<file path="config.mk">
export PLATFORM = sky130hd
export DESIGN_NAME = utf8_code_point_decoder_top
export DESIGN_NICKNAME = d
export VERILOG_FILES = /design/src/hw/rtl/ucpd_pkg.sv /design/src/hw/rtl/utf8_code_point_decoder_top.sv /design/src/hw/rtl/ucpd_decode.sv /design/src/hw/rtl/ucpd_result_queue.sv
export SDC_FILE = /design/constraint.sdc
export NUM_CORES = 1
export LEC_CHECK = 0
export BUFFER_PORTS_ARGS = -buffer_cell sky130_fd_sc_hd__buf_2
export CORE_MARGIN = 5
export CORE_UTILIZATION = 55
export CTS_BUF_LIST = sky130_fd_sc_hd__clkbuf_4
export DETAILED_ROUTE_END_ITERATION = 10
export PLACE_DENSITY = 0.78
export SYNTH_ARGS = -nofsm -noshare
export SYNTH_HDL_FRONTEND = slang
export SYNTH_SLANG_ARGS = --single-unit
</file>
<file path="constraint.sdc">
create_clock -name clk -period 2.7 [get_ports clk]
set_clock_uncertainty 0.05 [all_clocks]
set_input_delay 0.135 -clock clk [delete_from_list [all_inputs] [get_ports clk]]
set_output_delay 0.135 -clock clk [all_outputs]
set_load 0.05 [all_outputs]
</file>
<file path="src/hw/rtl/ucpd_pkg.sv">
package ucpd_pkg;

    // Field widths of the byte and result channels.
    localparam int unsigned ByteW = 8;
    localparam int unsigned CpW   = 21;
    localparam int unsigned LenW  = 3;

    // Sequence lengths, as carried in sequence_length and the open-sequence state.
    localparam logic [LenW-1:0] LenNone  = 3'd0;
    localparam logic [LenW-1:0] LenOne   = 3'd1;
    localparam logic [LenW-1:0] LenTwo   = 3'd2;
    localparam logic [LenW-1:0] LenThree = 3'd3;
    localparam logic [LenW-1:0] LenFour  = 3'd4;

    // Results caused by one byte: a run of error results for held bytes,
    // followed by at most one final result.
    typedef struct packed {
        logic [1:0]      err_cnt;
        logic            has_final;
        logic [CpW-1:0]  final_cp;
        logic            final_err;
        logic [LenW-1:0] final_len;
    } bundle_t;

endpackage

</file>
<file path="src/hw/rtl/utf8_code_point_decoder_top.sv">
// UTF-8 code point decoder: one text byte per request, zero to four results.
// Each byte passes through the input register, is decoded, and its bundle is loaded into the
// result queue registers that present its results. Throughput: one byte per cycle while each
// byte gives at most one result and result_stall is low; a byte that gives several results
// stalls input until its last result is taken, as does result_stall holding back a result.
// Reset (rst_n, asynchronous, active low) empties both stages and closes any sequence.
module utf8_code_point_decoder_top
(
    input  logic                        clk,
    input  logic                        rst_n,
    input  logic                        text_valid,
    output logic                        text_stall,
    input  logic [ucpd_pkg::ByteW-1:0]  text_byte,
    output logic                        result_valid,
    input  logic                        result_stall,
    output logic [ucpd_pkg::CpW-1:0]    code_point,
    output logic                        is_error,
    output logic [ucpd_pkg::LenW-1:0]   sequence_length,
    output logic                        last_result
);

    logic                       in_valid_reg;
    logic [ucpd_pkg::ByteW-1:0] byte_reg;
    logic                       queue_ready;
    logic                       load;
    ucpd_pkg::bundle_t          bundle;

    // The held byte is decoded once the result queue can take its bundle.
    assign load       = in_valid_reg && queue_ready;
    assign text_stall = in_valid_reg && !queue_ready;

    // Input register.
    always_ff @(posedge clk or negedge rst_n)
    begin
        if (!rst_n)
        begin
            in_valid_reg <= 1'b0;
        end
        else if (!text_stall)
        begin
            in_valid_reg <= text_valid;
        end
    end

    always_ff @(posedge clk)
    begin
        if (text_valid && !text_stall)
        begin
            byte_reg <= text_byte;
        end
    end

    ucpd_decode u_decode
    (
        .clk     (clk),
        .rst_n   (rst_n),
        .load    (load),
        .byte_in (byte_reg),
        .bundle  (bundle)
    );

    ucpd_result_queue u_queue
    (
        .clk             (clk),
        .rst_n           (rst_n),
        .load            (load),
        .bundle          (bundle),
        .ready           (queue_ready),
        .result_valid    (result_valid),
        .result_stall    (result_stall),
        .code_point      (code_point),
        .is_error        (is_error),
        .sequence_length (sequence_length),
        .last_result     (last_result)
    );

endmodule

</file>
<file path="src/hw/rtl/ucpd_decode.sv">
module ucpd_decode
(
    input  logic                        clk,
    input  logic                        rst_n,
    input  logic                        load,
    input  logic [ucpd_pkg::ByteW-1:0]  byte_in,
    output ucpd_pkg::bundle_t           bundle
);

    logic [ucpd_pkg::CpW-1:0]  partial_reg;
    logic [ucpd_pkg::CpW-1:0]  partial_next;
    logic [ucpd_pkg::LenW-1:0] expected_reg;
    logic [ucpd_pkg::LenW-1:0] expected_next;
    logic [ucpd_pkg::LenW-1:0] held_reg;
    logic [ucpd_pkg::LenW-1:0] held_next;

    logic                      seq_open;
    logic                      is_cont;
    logic [ucpd_pkg::CpW-1:0]  partial_shift;
    logic [ucpd_pkg::LenW-1:0] held_inc;

    assign seq_open      = (expected_reg != ucpd_pkg::LenNone);
    assign is_cont       = (byte_in != 8'h00) && (byte_in[7:6] == 2'b10);
    assign partial_shift = {partial_reg[ucpd_pkg::CpW-7:0], byte_in[5:0]};
    assign held_inc      = held_reg + 3'd1;

    // Decode the byte against the open sequence and form the next state.
    always_comb
    begin
        partial_next       = partial_reg;
        expected_next      = expected_reg;
        held_next          = held_reg;
        bundle.err_cnt     = 2'd0;
        bundle.has_final   = 1'b0;
        bundle.final_cp    = '0;
        bundle.final_err   = 1'b0;
        bundle.final_len   = ucpd_pkg::LenOne;

        if (seq_open && is_cont)
        begin
            // A continuation byte extends the open sequence.
            if (held_inc >= expected_reg)
            begin
                bundle.has_final = 1'b1;
                bundle.final_cp  = partial_shift;
                bundle.final_len = expected_reg;
                partial_next     = '0;
                expected_next    = ucpd_pkg::LenNone;
                held_next        = 3'd0;
            end
            else
            begin
                partial_next = partial_shift;
                held_next    = held_inc;
            end
        end
        else
        begin
            // A broken sequence reports each held byte as an error, then
            // the current byte is handled with no sequence open.
            if (seq_open)
            begin
                bundle.err_cnt = held_reg[1:0];
            end
            partial_next  = '0;
            expected_next = ucpd_pkg::LenNone;
            held_next     = 3'd0;

            if (byte_in == 8'h00)
            begin
                // End of text gives no result of its own.
            end
            else if (byte_in[7] == 1'b0)
            begin
                bundle.has_final = 1'b1;
                bundle.final_cp  = {14'd0, byte_in[6:0]};
            end
            else if (byte_in[6] == 1'b0)
            begin
                bundle.has_final = 1'b1;
                bundle.final_err = 1'b1;
            end
            else if (byte_in[5] == 1'b0)
            begin
                partial_next  = {16'd0, byte_in[4:0]};
                expected_next = ucpd_pkg::LenTwo;
                held_next     = 3'd1;
            end
            else if (byte_in[4] == 1'b0)
            begin
                partial_next  = {17'd0, byte_in[3:0]};
                expected_next = ucpd_pkg::LenThree;
                held_next     = 3'd1;
            end
            else if (byte_in[3] == 1'b0)
            begin
                partial_next  = {18'd0, byte_in[2:0]};
                expected_next = ucpd_pkg::LenFour;
                held_next     = 3'd1;
            end
            else
            begin
                bundle.has_final = 1'b1;
                bundle.final_err = 1'b1;
            end
        end
    end

    // Sequence state advances only when the decoded byte is committed.
    always_ff @(posedge clk or negedge rst_n)
    begin
        if (!rst_n)
        begin
            partial_reg  <= '0;
            expected_reg <= ucpd_pkg::LenNone;
            held_reg     <= 3'd0;
        end
        else if (load)
        begin
            partial_reg  <= partial_next;
            expected_reg <= expected_next;
            held_reg     <= held_next;
        end
    end

endmodule

</file>
<file path="src/hw/rtl/ucpd_result_queue.sv">
module ucpd_result_queue
(
    input  logic                        clk,
    input  logic                        rst_n,
    input  logic                        load,
    input  ucpd_pkg::bundle_t           bundle,
    output logic                        ready,
    output logic                        result_valid,
    input  logic                        result_stall,
    output logic [ucpd_pkg::CpW-1:0]    code_point,
    output logic                        is_error,
    output logic [ucpd_pkg::LenW-1:0]   sequence_length,
    output logic                        last_result
);

    logic [1:0]                err_left_reg;
    logic [1:0]                err_left_next;
    logic                      fin_left_reg;
    logic                      fin_left_next;
    logic [ucpd_pkg::CpW-1:0]  cp_reg;
    logic                      fin_err_reg;
    logic [ucpd_pkg::LenW-1:0] fin_len_reg;

    logic                      pop;
    logic                      in_errors;

    // The head result is an error for a held byte while any remain.
    assign in_errors       = (err_left_reg != 2'd0);
    assign result_valid    = in_errors || fin_left_reg;
    assign code_point      = in_errors ? '0 : cp_reg;
    assign is_error        = in_errors ? 1'b1 : fin_err_reg;
    assign sequence_length = in_errors ? ucpd_pkg::LenOne : fin_len_reg;
    assign last_result     = !in_errors || ((err_left_reg == 2'd1) && !fin_left_reg);

    assign pop   = result_valid && !result_stall;
    assign ready = !result_valid || (pop && last_result);

    // Count down the results still owed for the current request.
    always_comb
    begin
        err_left_next = err_left_reg;
        fin_left_next = fin_left_reg;
        if (load)
        begin
            err_left_next = bundle.err_cnt;
            fin_left_next = bundle.has_final;
        end
        else if (pop)
        begin
            if (in_errors)
            begin
                err_left_next = err_left_reg - 2'd1;
            end
            else
            begin
                fin_left_next = 1'b0;
            end
        end
    end

    always_ff @(posedge clk or negedge rst_n)
    begin
        if (!rst_n)
        begin
            err_left_reg <= 2'd0;
            fin_left_reg <= 1'b0;
        end
        else
        begin
            err_left_reg <= err_left_next;
            fin_left_reg <= fin_left_next;
        end
    end

    // Final result payload is captured with the bundle.
    always_ff @(posedge clk)
    begin
        if (load)
        begin
            cp_reg      <= bundle.final_cp;
            fin_err_reg <= bundle.final_err;
            fin_len_reg <= bundle.final_len;
        end
    end

endmodule

</file>
== Word level (Yosys, flattened, before mapping) ==
Index checks and enable logic that the tools add are counted.
Cells by class
  add/sub/neg operators: 2
  multipliers: 0
  divide/modulo/power cells: 0
  $lt $le $gt $ge: 1
  eq/ne operators: 4
  shift operators: 0
  multiplexer cells: 45
  bitwise logic cells: 1
  reduce and logical (&&, ||, !) cells: 28
Operators with widths (number)
  $mux 15: 7
  $mux 3: 16
  $mux 22: 2
  $mux 23: 1
  $mux 21: 1
  $mux 1: 12
  $mux 2: 5
  $logic_and 1x1->1: 8
  $logic_not 8->1: 1
  $reduce_and 2->1: 4
  $reduce_bool 8->1: 1
  $mux 7: 1
  $logic_not 1->1: 6
  $reduce_bool 2->1: 3
  $ne 2x2->1 const B: 2
  $add 3x1->3 const B: 1
  $ge 3x3->1: 1
  $logic_or 1x1->1: 3
  $reduce_bool 3->1: 1
  $reduce_or 3->1: 1
  $eq 2x1->1 const B: 1
  $eq 2x2->1 const B: 1
  $sub 2x1->2 const B: 1
  $not 1->1: 1
Storage, ports and cells
  register bits after elaboration: 58
  bits in latches: 0
  RAM bits: 0
  bits in read-only memories: 0
  input bits: 12
  output and inout port bits: 28
  word-level logic and storage cells: 91
  memories: 0

== Logic depth before layout (Yosys ltp) ==
Gate-level depths: netlist of run 1.
  word-level depth: 9
  mapped depth: 9
  depth with buffers taken out: 7

== Modules after synthesis ==
From an unflattened synthesis of run 1, not the netlist that was laid out.
Unflattened totals
  cell total of the unflattened synthesis: 238
  area, all modules: 2836.5 µm²
Modules (own cells, without submodules)
  ucpd_decode: instances 1, cells an instance 146, area an instance 1376.3 µm², seq. area each 525.5 µm²
  ucpd_result_queue: instances 1, cells an instance 78, area an instance 1156.1 µm², seq. area each 825.8 µm²
  utf8_code_point_decoder_top: instances 1, cells an instance 14, area an instance 304.0 µm², seq. area each 265.3 µm²

== Worst setup path after synthesis of run 1 ==
No wires, ideal clock.
  path kind: reg-to-reg
  start: register u_decode.held_reg[0] (netlist name)
  end: register u_queue.cp_reg[10] (netlist name), data pin
  library setup time: 0.255 ns
  arrival time: 1.743 ns
  required time: 2.395 ns
  setup slack: 0.652 ns
  stages on the path, launching flop included: 8
  buffers on the path: 1
  clock period less this slack: 2.048 ns
  path through: dfrtp_1 ha_1 xor2_1 ha_1 a21oi_1 o21ai_1 clkbuf_1 and3_1
Between the ends
  cells in the longest elaborated chain, start to end: 4
Ends and longest elaborated chain
  start: declaration: line ucpd_decode.sv:14  | logic [ucpd_pkg::LenW-1:0] held_reg;
  start signal: assignment: line ucpd_decode.sv:122  | held_reg <= held_next;
  $add 3x1->3: line ucpd_decode.sv:25  | assign held_inc = held_reg + 3'd1;
  $ge 3x3->1: line ucpd_decode.sv:42  | if (held_inc >= expected_reg)
  $mux 22: line ucpd_decode.sv:42
  $mux 22: line ucpd_decode.sv:39  | if (seq_open && is_cont)
  end signal: assignment: line ucpd_result_queue.sv:80  | cp_reg <= bundle.final_cp;
  end: declaration: line ucpd_result_queue.sv:20  | logic [ucpd_pkg::CpW-1:0] cp_reg;
Every way passes these cells.
A chain may end at the register's enable or synchronous reset.

== Final worst setup path of run 1 ==
  start: register u_decode.held_reg[0] (netlist name)
  end: register u_decode.partial_reg[6] (netlist name)
Between the ends
  cells in the longest elaborated chain, start to end: 4
Ends and longest elaborated chain
  $add 3x1->3: line ucpd_decode.sv:25
  $ge 3x3->1: line ucpd_decode.sv:42
  $mux 15: line ucpd_decode.sv:42
  $mux 15: line ucpd_decode.sv:39
  end signal: assignment: line ucpd_decode.sv:120  | partial_reg <= partial_next;
  end: declaration: line ucpd_decode.sv:10  | logic [ucpd_pkg::CpW-1:0] partial_reg;
Every way passes these cells.

==> results.yml, run 1 <==
status:
  outcome: "complete, no violations"
layout:
  syn_to_final_growth_pct: 16.7
  regArea_um2: 1620
  multi_input_area_um2: 907
  mostFrequentLayoutCell: "sky130_fd_sc_hd__buf_2"
  num-nets-final: 288
  post_route_cells_drive_above_1_share_pct: 23.6
  largest_register_ff_count: 21
  antenna-diode-count: 0
  layout_common_cells: "sky130_fd_sc_hd__buf_2, sky130_fd_sc_hd__edfxtp_1, sky130_fd_sc_hd__and2_1, sky130_fd_sc_hd__dfrtp_1, sky130_fd_sc_hd__nand2_1"
  fill_cells: 354
  postLayoutCellArea_um2: 3060
synth:
  count_of_flip_flops_with_a_built_in_enable_after_synthesis: 33
  mappedNetlistArea_um2: 2620
  post_synth.cell_area_avg_um2: 12.1
  sequential_cell_area_fraction_in_the_yosys_report_pct: 61.7
  synthesis.instances: 217
  yosys_register_bits: 58
  synth.yosys.warnings: 0
  postSynth.asyncResetShare_pct: 43.1
  synth.net_count: 235
  synth-main-ff-cell: "sky130_fd_sc_hd__edfxtp_1"
  ys_top_cells_by_area: "sky130_fd_sc_hd__edfxtp_1, sky130_fd_sc_hd__dfrtp_1, sky130_fd_sc_hd__and2_1, sky130_fd_sc_hd__a22o_1, sky130_fd_sc_hd__and3_1"
  yosysTopAreaCellShare_pct: 37.8
  synth_cell_type_count: 43
  netlist.top_cell.by_area: "sky130_fd_sc_hd__edfxtp_1"
clock_network:
  clk_pin_slew_worst_paths_ns: 0.09
  numCtsBuffers: 9
  ctsHtreeMaxLevel: 3
  cts_root_cell: "sky130_fd_sc_hd__clkbuf_4"
  tritoncts_num_sinks: 58
  insertion_delay_ns: 0.40
  cts.repair_timing.setup_buffer_count: 0
  cts.repair.resized: 0
  cts_tree: "built"
  max-clock-path-buffers: 2
job:
  max_cap_viol_count: 0
sta:
  report.final.setup_viol: 0
  finalCriticalPeriod_ns: 2.30
  layout_worst_path_cycle_share_pct: 85.1
  setup_tns_ns: 0
  finalHoldViolations: 0
  timing_max_transition_violations_final: 0
  maxClockFrequency_mhz: 435
  setup_repair_after_global_routing_missed_its_margin: "no"
  worst-slew-pin-transition_ns: 0.686
  timing.slew.headroom_pct: 54.2
grt:
  grt_start_max_net_pins: 36
  grt_antenna_before_repair: 0
  global_route.overflow_total: 0
  groute.usage.overall_pct: 18.7
  grt_pass1_vias: 1840
  grt_pass1_wl_mm: 8.85
placement:
  postPlaceCellArea_um2: 2850
  io_buffer_count: 39
  half_perimeter_wire_length_of_the_detailed_placement_result_mm: 3.52
  last_weighted_congestion_value_of_the_routability_driven_placer: 0.890
route:
  post-route-drc-count: 0
  vias_per_cell: 5.48
  wl_mm: 5.15
  dr_total_vias: 1802
  firstDrtPassIters: 4
  routedWlPerCell_um: 15.7
  dr.first_iter.drc_count: 130
  ant_nets: 0
floorplan:
  floorplan.die.width_um: 79
  placement_rows: 25
  effective_utilization_at_floorplan_pct: 56.2
  dieHeight_um: 79
  i_o_pins: 40
  core_region_area_um2: 4660
  die_outline_area_um2: 6240
critical_path:
  critPathKind: "reg -> reg"
  timing.critical_path.slowest_cell_delay_ns: 0.43
  cp-end-kind: "flop"
  worstPathArrival_ns: 2.57
  worst_setup_path_start_kind: "flop"
  crit_required_ns: 2.98
  critical_path_fanout_max: 15
  worst-r2r-cell-count: 9
  crit_slowest_cell: "sky130_fd_sc_hd__dfrtp_1"
  path_cells: "ha_1, xor2_1, ha_1, a21oi_1, o21ai_1, buf_4, nor3_2, buf_4, a22o_1"
hold_path:
  hold-path-cell-count: 3
  hold_class: "in -> reg"
[timing repair]
| action | in CTS | in global routing |
|---|---|---|
| endpoints found under the setup margin | 0 | 0 |
| hold endpoints to repair | 34 | 0 |
| hold buffers | 10 | 0 |
[final cells by class]
type                    count  share of cell area (%)
flip-flops and latches     58                    52.9
multi-input cells         139                    29.7
repair buffers             53                    10.6
clock buffers              11                    2.70
well taps                  54                    2.21
inverters                   9                    1.11
clock inverters             5                   0.737
[kinds of logic after synthesis]
| logic type | count (synthesis) | share of synthesized area [%] |
|---|---|---|
| AO/OA/AOI/OAI | 43 | 11.8 |
| XOR/XNOR | 2 | 0.669 |
| adder cells (fa/ha/maj) | 6 | 2.87 |
| buffers and inverters | 20 | 3.63 |
| flip-flops | 58 | 61.7 |
| multiplexers | 1 | 0.430 |
| AND/OR/NAND/NOR | 87 | 18.9 |
[through the flow]
| stage | util [%] | std cells | worst slack (ns) | hold slack [ns] |
|---|---|---|---|---|
| after floorplan | - | 217 | 0.652 | -0.211 |
| after global placement | 61.2 | 303 | 0.548 | 0.111 |
| after detailed placement | 61.2 | 303 | 0.422 | 0.115 |
| after CTS | 65.6 | 329 | 0.408 | 0.0835 |
| after global routing | 65.6 | 329 | 0.186 | 0.0956 |
| final | 65.6 | 329 | 0.403 | 0.120 |
[synthesized netlist by cell type, types with 6 or more instances]
cell,number
sky130_fd_sc_hd__a21boi_0,7
sky130_fd_sc_hd__a22o_1,13
sky130_fd_sc_hd__and2_1,25
sky130_fd_sc_hd__and3_1,14
sky130_fd_sc_hd__clkbuf_1,6
sky130_fd_sc_hd__dfrtp_1,25
sky130_fd_sc_hd__edfxtp_1,33
sky130_fd_sc_hd__ha_1,6
sky130_fd_sc_hd__inv_1,8
sky130_fd_sc_hd__nand2_1,21
sky130_fd_sc_hd__nor2_1,8
sky130_fd_sc_hd__o21ai_0,6
[routing by layer]
metal	vias up	GRT usage, %	part of all wire, %
met3	9	5.10	7.1
met5	-	0	0
li1	886	-	-
met4	0	8.59	1.2
met1	850	24.5	43
met2	57	29.0	49
[path summary, 6_finish.rpt]
| check | start | endpoint | slack (ns) |
|---|---|---|---|
| setup / recovery | u_decode.held_reg[0] | u_decode.partial_reg[6] | 0.40 |
| hold / removal | result_stall | u_queue.fin_left_reg | 0.12 |
| setup reg to reg | u_decode.held_reg[0] | u_decode.partial_reg[6] | 0.40 |
| hold reg to reg | u_decode.partial_reg[11] | u_decode.partial_reg[11] | 0.46 |
| max in group asynchronous | rst_n | u_decode.partial_reg[12] | 2.00 |
| min in group asynchronous | rst_n | u_decode.partial_reg[9] | 0.21 |
[worst max-delay path, delay by kind of cell, from the launching register on]
family / cells / cell delay, ns
AOI/OAI and AO/OA: 3 / 0.43
xor gates and xnor gates: 1 / 0.23
adders and majority gates: 2 / 0.51
buffers and inverters: 2 / 0.41
DFF: 1 / 0.43
and+or+nand+nor: 1 / 0.16
Power of run 1 is left out: the tool's default activity adds up to more than one toggle a clock period on the data nets, which glitch-free logic cannot reach.
==> run 2: changes to the inputs <==
Settings changed: CORE_UTILIZATION 55 to 50, PLACE_DENSITY 0.78 to 0.72.
==> results.yml, run 2 (synthesis results as in run 1) <==
clock_network:
  cts_tree: "built"
  insertion_delay_ns: 0.39
  tritoncts_num_sinks: 58
  cts.repair_timing.setup_buffer_count: 0
  numCtsBuffers: 9
  cts.hold.buffers_added: 10
  cts_root_cell: "sky130_fd_sc_hd__clkbuf_4"
  max-clock-path-buffers: 2
  cts.repair.resized: 0
  clk_pin_slew_worst_paths_ns: 0.10
  ctsHtreeMaxLevel: 3
floorplan:
  dieHeight_um: 82.4
  placement_rows: 26
  floorplan.die.width_um: 82.4
  effective_utilization_at_floorplan_pct: 51.3
  die_outline_area_um2: 6780
  core_region_area_um2: 5110
  i_o_pins: 40
critical_path:
  worstPathBufferInverterCount: 0
  crit_required_ns: 2.80
  cp-end-kind: "flop"
  critPathKind: "reg -> reg"
  critical_path_fanout_max: 5
  crit_slowest_cell: "sky130_fd_sc_hd__dfrtp_1"
  worst_r2r_endpoint: "u_queue.cp_reg[6]"
  reg_to_reg_start: "u_decode.held_reg[0]"
  timing.critical_path.slowest_cell_delay_ns: 0.43
  reg2reg_slack_ns: 0.51
  worstPathArrival_ns: 2.29
  critical-path-top-delay-family: "compound AO/OA/AOI/OAI gates"
  path_cells: "ha_1, xor2_1, ha_1, a21oi_1, o21a_1, nor2_1, a22o_1"
  worst-r2r-cell-count: 7
  worst_setup_path_start_kind: "flop"
  crit_path_frequent_cell: "sky130_fd_sc_hd__ha_1"
layout:
  syn_to_final_growth_pct: 20.0
  postLayoutCellArea_um2: 3140
  post_route_cells_drive_above_1_share_pct: 24.5
  antenna-diode-count: 0
  layout_common_cells: "sky130_fd_sc_hd__buf_2, sky130_fd_sc_hd__edfxtp_1, sky130_fd_sc_hd__and2_1, sky130_fd_sc_hd__dfrtp_1, sky130_fd_sc_hd__nand2_1"
  num-nets-final: 290
  largest_register_ff_count: 21
  mostFrequentLayoutCell: "sky130_fd_sc_hd__buf_2"
sta:
  final_setup_slack_of_the_worst_path_ns: 0.509
  layout_worst_path_cycle_share_pct: 81.1
  setup_repair_after_global_routing_missed_its_margin: "no"
  maxClockFrequency_mhz: 456
  finalHoldViolations: 0
  setup_tns_ns: 0
  finalCriticalPeriod_ns: 2.19
  timing_max_transition_violations_final: 0
  timing.slew.headroom_pct: 62.6
  report.final.setup_viol: 0
  worst-slew-pin-transition_ns: 0.561
grt:
  global_route.overflow_total: 0
  grt_pass1_vias: 1685
  grt_antenna_before_repair: 0
  grt_pass1_wl_mm: 8.08
  groute.usage.overall_pct: 16.8
  grt_start_max_net_pins: 36
placement:
  pre_cts_ws_ns: 0.541
  postPlaceCellArea_um2: 2890
  last_weighted_congestion_value_of_the_routability_driven_placer: 0.888
  io_buffer_count: 39
  half_perimeter_wire_length_of_the_detailed_placement_result_mm: 3.33
hold_path:
  hold_class: "in -> reg"
  hold-path-cell-count: 3
  timing.hold.worst.start: "result_stall"
  min_to: "u_queue.fin_left_reg"
route:
  firstDrtPassIters: 4
  ant_nets: 0
  vias_per_cell: 5.16
  wl_mm: 5.04
  dr.first_iter.drc_count: 135
  post-route-drc-count: 0
  routedWlPerCell_um: 14.5
  dr_total_vias: 1789
job:
  max_cap_viol_count: 0
status:
  outcome: "complete, no violations"
==> run 2: through the flow <==
step	hold WS (ns)	cells	utilization, %
floorplan	-0.211	217	-
global placement	0.101	321	56.5
detailed placement	0.105	321	56.5
CTS	0.0538	347	61.5
global route	0.0561	347	61.5
finish	0.0709	347	61.5
==> run 2: how the worst max path moves through the flow <==
stage,startpoint,end,slack [ns],cells past startpoint
after floorplan,u_decode.held_reg[0],u_queue.cp_reg[10],0.65,7
after global placement,u_decode.held_reg[0],u_decode.expected_reg[1],0.56,7
after detailed placement,u_decode.held_reg[0],u_queue.cp_reg[6],0.54,7
after CTS,u_decode.held_reg[0],u_decode.expected_reg[1],0.51,7
after global routing,u_decode.held_reg[0],u_queue.cp_reg[3],0.36,7
final,u_decode.held_reg[0],u_queue.cp_reg[6],0.51,7
==> run 2: worst register-to-register path, cell delays in order, from the launching register on <==
cell                      delay (ns)
sky130_fd_sc_hd__dfrtp_1        0.43
sky130_fd_sc_hd__ha_1           0.22
sky130_fd_sc_hd__xor2_1         0.17
sky130_fd_sc_hd__ha_1           0.31
sky130_fd_sc_hd__a21oi_1        0.17
sky130_fd_sc_hd__o21a_1         0.27
sky130_fd_sc_hd__nor2_1         0.10
sky130_fd_sc_hd__a22o_1         0.23
==> run 2: cell type report <==
cell class	count	area, um^2
fill	448	1970
sequential	58	1620
multi-input combinational	139	907
timing repair buffer	55	340
tap	70	87.6
clock inverter	6	81.3
clock buffer	10	75.1
inverter	9	33.8
==> run 2: metal layers <==
metal  vias up  part of all wire, %  track usage, %
met3         6                  5.8            7.27
li1        888                    -               -
met2        52                   49            25.7
met4         0                  1.6            5.48
met5         -                    0               0
met1       843                   44            21.4
Power of run 2 is left out for the same reason.
==> run 3: changes to the inputs <==
Clock period 2.7 ns to 2.3 ns, I/O delays scaled along.
==> results.yml, run 3 (synthesis results as in run 1) <==
status:
  outcome: "complete, no violations"
layout:
  largest_register_ff_count: 21
  post_route_cells_drive_above_1_share_pct: 25.9
  regArea_um2: 1620
  mostFrequentLayoutCell: "sky130_fd_sc_hd__buf_2"
  finalCoreUtilization_pct: 61.3
  multi_input_area_um2: 912
  num-nets-final: 291
  fill_cells: 420
  layout_common_cells: "sky130_fd_sc_hd__buf_2, sky130_fd_sc_hd__edfxtp_1, sky130_fd_sc_hd__and2_1, sky130_fd_sc_hd__dfrtp_1, sky130_fd_sc_hd__nand2_1"
  antenna-diode-count: 0
  syn_to_final_growth_pct: 19.5
route:
  ant_nets: 0
  vias_per_cell: 5.23
  met1Wirelength_mm: 2.29
  routedWlPerCell_um: 15.0
  firstDrtPassIters: 5
  maxUsedRoutingLayer: "met4"
  post-route-drc-count: 0
  route.met3.wl_um: 329
  wl_mm: 5.23
  routed-wl-met2_mm: 2.54
  dr.first_iter.drc_count: 118
  dr_total_vias: 1819
critical_path:
  critPathKind: "reg -> reg"
  crit_path_frequent_cell: "sky130_fd_sc_hd__ha_1"
  worst-r2r-cell-count: 7
  critical-path-top-delay-family: "adder cells"
  path_cells: "ha_1, xor2_1, ha_1, nand2_1, o21a_2, a21oi_2, mux2_2"
  timing.critical_path.slowest_cell_delay_ns: 0.43
  critical_path_fanout_max: 5
  reg_to_reg_start: "u_decode.held_reg[0]"
  worst_r2r_endpoint: "u_decode.expected_reg[1]"
  worstPathArrival_ns: 2.43
  worstPathBufferInverterCount: 0
  crit_slowest_cell: "sky130_fd_sc_hd__dfrtp_1"
  reg2reg_slack_ns: 0.11
  crit_required_ns: 2.54
  worst_setup_path_start_kind: "flop"
  cp-end-kind: "flop"
hold_path:
  hold_class: "in -> reg"
  hold-path-cell-count: 3
  min_to: "u_queue.fin_left_reg"
  timing.hold.worst.start: "result_stall"
clock_network:
  numCtsBuffers: 9
  insertion_delay_ns: 0.40
  tritoncts_num_sinks: 58
  clk_pin_slew_worst_paths_ns: 0.09
  cts_tree: "built"
  max-clock-path-buffers: 2
  cts_root_cell: "sky130_fd_sc_hd__clkbuf_4"
  ctsHtreeMaxLevel: 3
floorplan:
  floorplan.die.width_um: 82.4
  die_outline_area_um2: 6780
  dieHeight_um: 82.4
  effective_utilization_at_floorplan_pct: 51.3
  core_region_area_um2: 5110
  placement_rows: 26
  i_o_pins: 40
grt:
  grt_pass1_wl_mm: 8.63
  groute.usage.overall_pct: 17.4
  grt_antenna_before_repair: 0
  grt_pass1_vias: 1814
  grt_start_max_net_pins: 36
  global_route.overflow_total: 0
sta:
  finalHoldViolations: 0
  layout_worst_path_cycle_share_pct: 95.3
  worst-slew-pin-transition_ns: 0.691
  timing_max_transition_violations_final: 0
  finalCriticalPeriod_ns: 2.19
  timing.slew.headroom_pct: 53.9
  maxClockFrequency_mhz: 456
  report.final.setup_viol: 0
placement:
  last_weighted_congestion_value_of_the_routability_driven_placer: 0.842
  io_buffer_count: 39
  half_perimeter_wire_length_of_the_detailed_placement_result_mm: 3.53
job:
  max_cap_viol_count: 0
[run 3: changes by cell type in the layout (fill, tap and decap cells not counted)]
cell                        delta
sky130_fd_sc_hd__buf_4         +1
sky130_fd_sc_hd__bufinv_16     -1
sky130_fd_sc_hd__clkinv_1      -1
sky130_fd_sc_hd__clkinv_2      +2
sky130_fd_sc_hd__o21a_1        -1
sky130_fd_sc_hd__o21a_2        +1
sky130_fd_sc_hd__o21ai_1       -1
sky130_fd_sc_hd__o21ai_2       +1
[run 3: area by class of cell]
type / instances / share of cell area, %
clock inverters: 6 / 1.84
multi-input cells: 139 / 29.1
repair buffers: 56 / 11.1
flip-flops and latches: 58 / 51.6
clock buffers: 10 / 2.40
inverters: 9 / 1.08
well taps: 70 / 2.80
[run 3: timing repair]
| item | 4_1_cts | 5_1_grt |
|---|---|---|
| resized for setup | 0 | 2 |
| endpoints found under the setup margin | 0 | 10 |
| setup buffers | 0 | 0 |
| hold buffers | 10 | 0 |
| hold endpoints to repair | 34 | 0 |
[run 3: worst min-delay path: cells and delay by family]
kind	cells	cell delay, ns
simple gates	1	0.11
buf+inv	1	0.12
compound gates	1	0.12
[run 3: through the flow]
step,instances,hold WS [ns],TNS (ns),cell area (um^2),setup slack (ns)
floorplan,217,-0.231,0,2620,0.252
global placement,322,0.0898,0,2890,0.204
detailed placement,322,0.0900,0,2890,0.128
CTS,348,0.0427,0,3130,0.123
global route,348,0.0789,-0.00288,3130,-0.00288
finish,348,0.0555,0,3130,0.107
[run 3: routing by layer]
layer	vias to the layer above	GRT usage, %
li1	890	-
met1	859	22.4
met2	62	26.7
met3	8	4.88
met4	0	8.80
met5	-	0
[run 3: worst max path at each step]
stage	from	slack, ns	endpoint	depth (start not counted)
global route	u_decode.held_reg[0]	-0.003	u_queue.cp_reg[1]	7
detailed placement	u_decode.held_reg[0]	0.13	u_queue.cp_reg[14]	7
floorplan	u_decode.held_reg[0]	0.25	u_queue.cp_reg[10]	7
global placement	u_decode.held_reg[0]	0.20	u_decode.expected_reg[1]	7
finish	u_decode.held_reg[0]	0.11	u_decode.expected_reg[1]	7
CTS	u_decode.held_reg[0]	0.12	u_queue.cp_reg[14]	7
Power of run 3 is left out for the same reason.
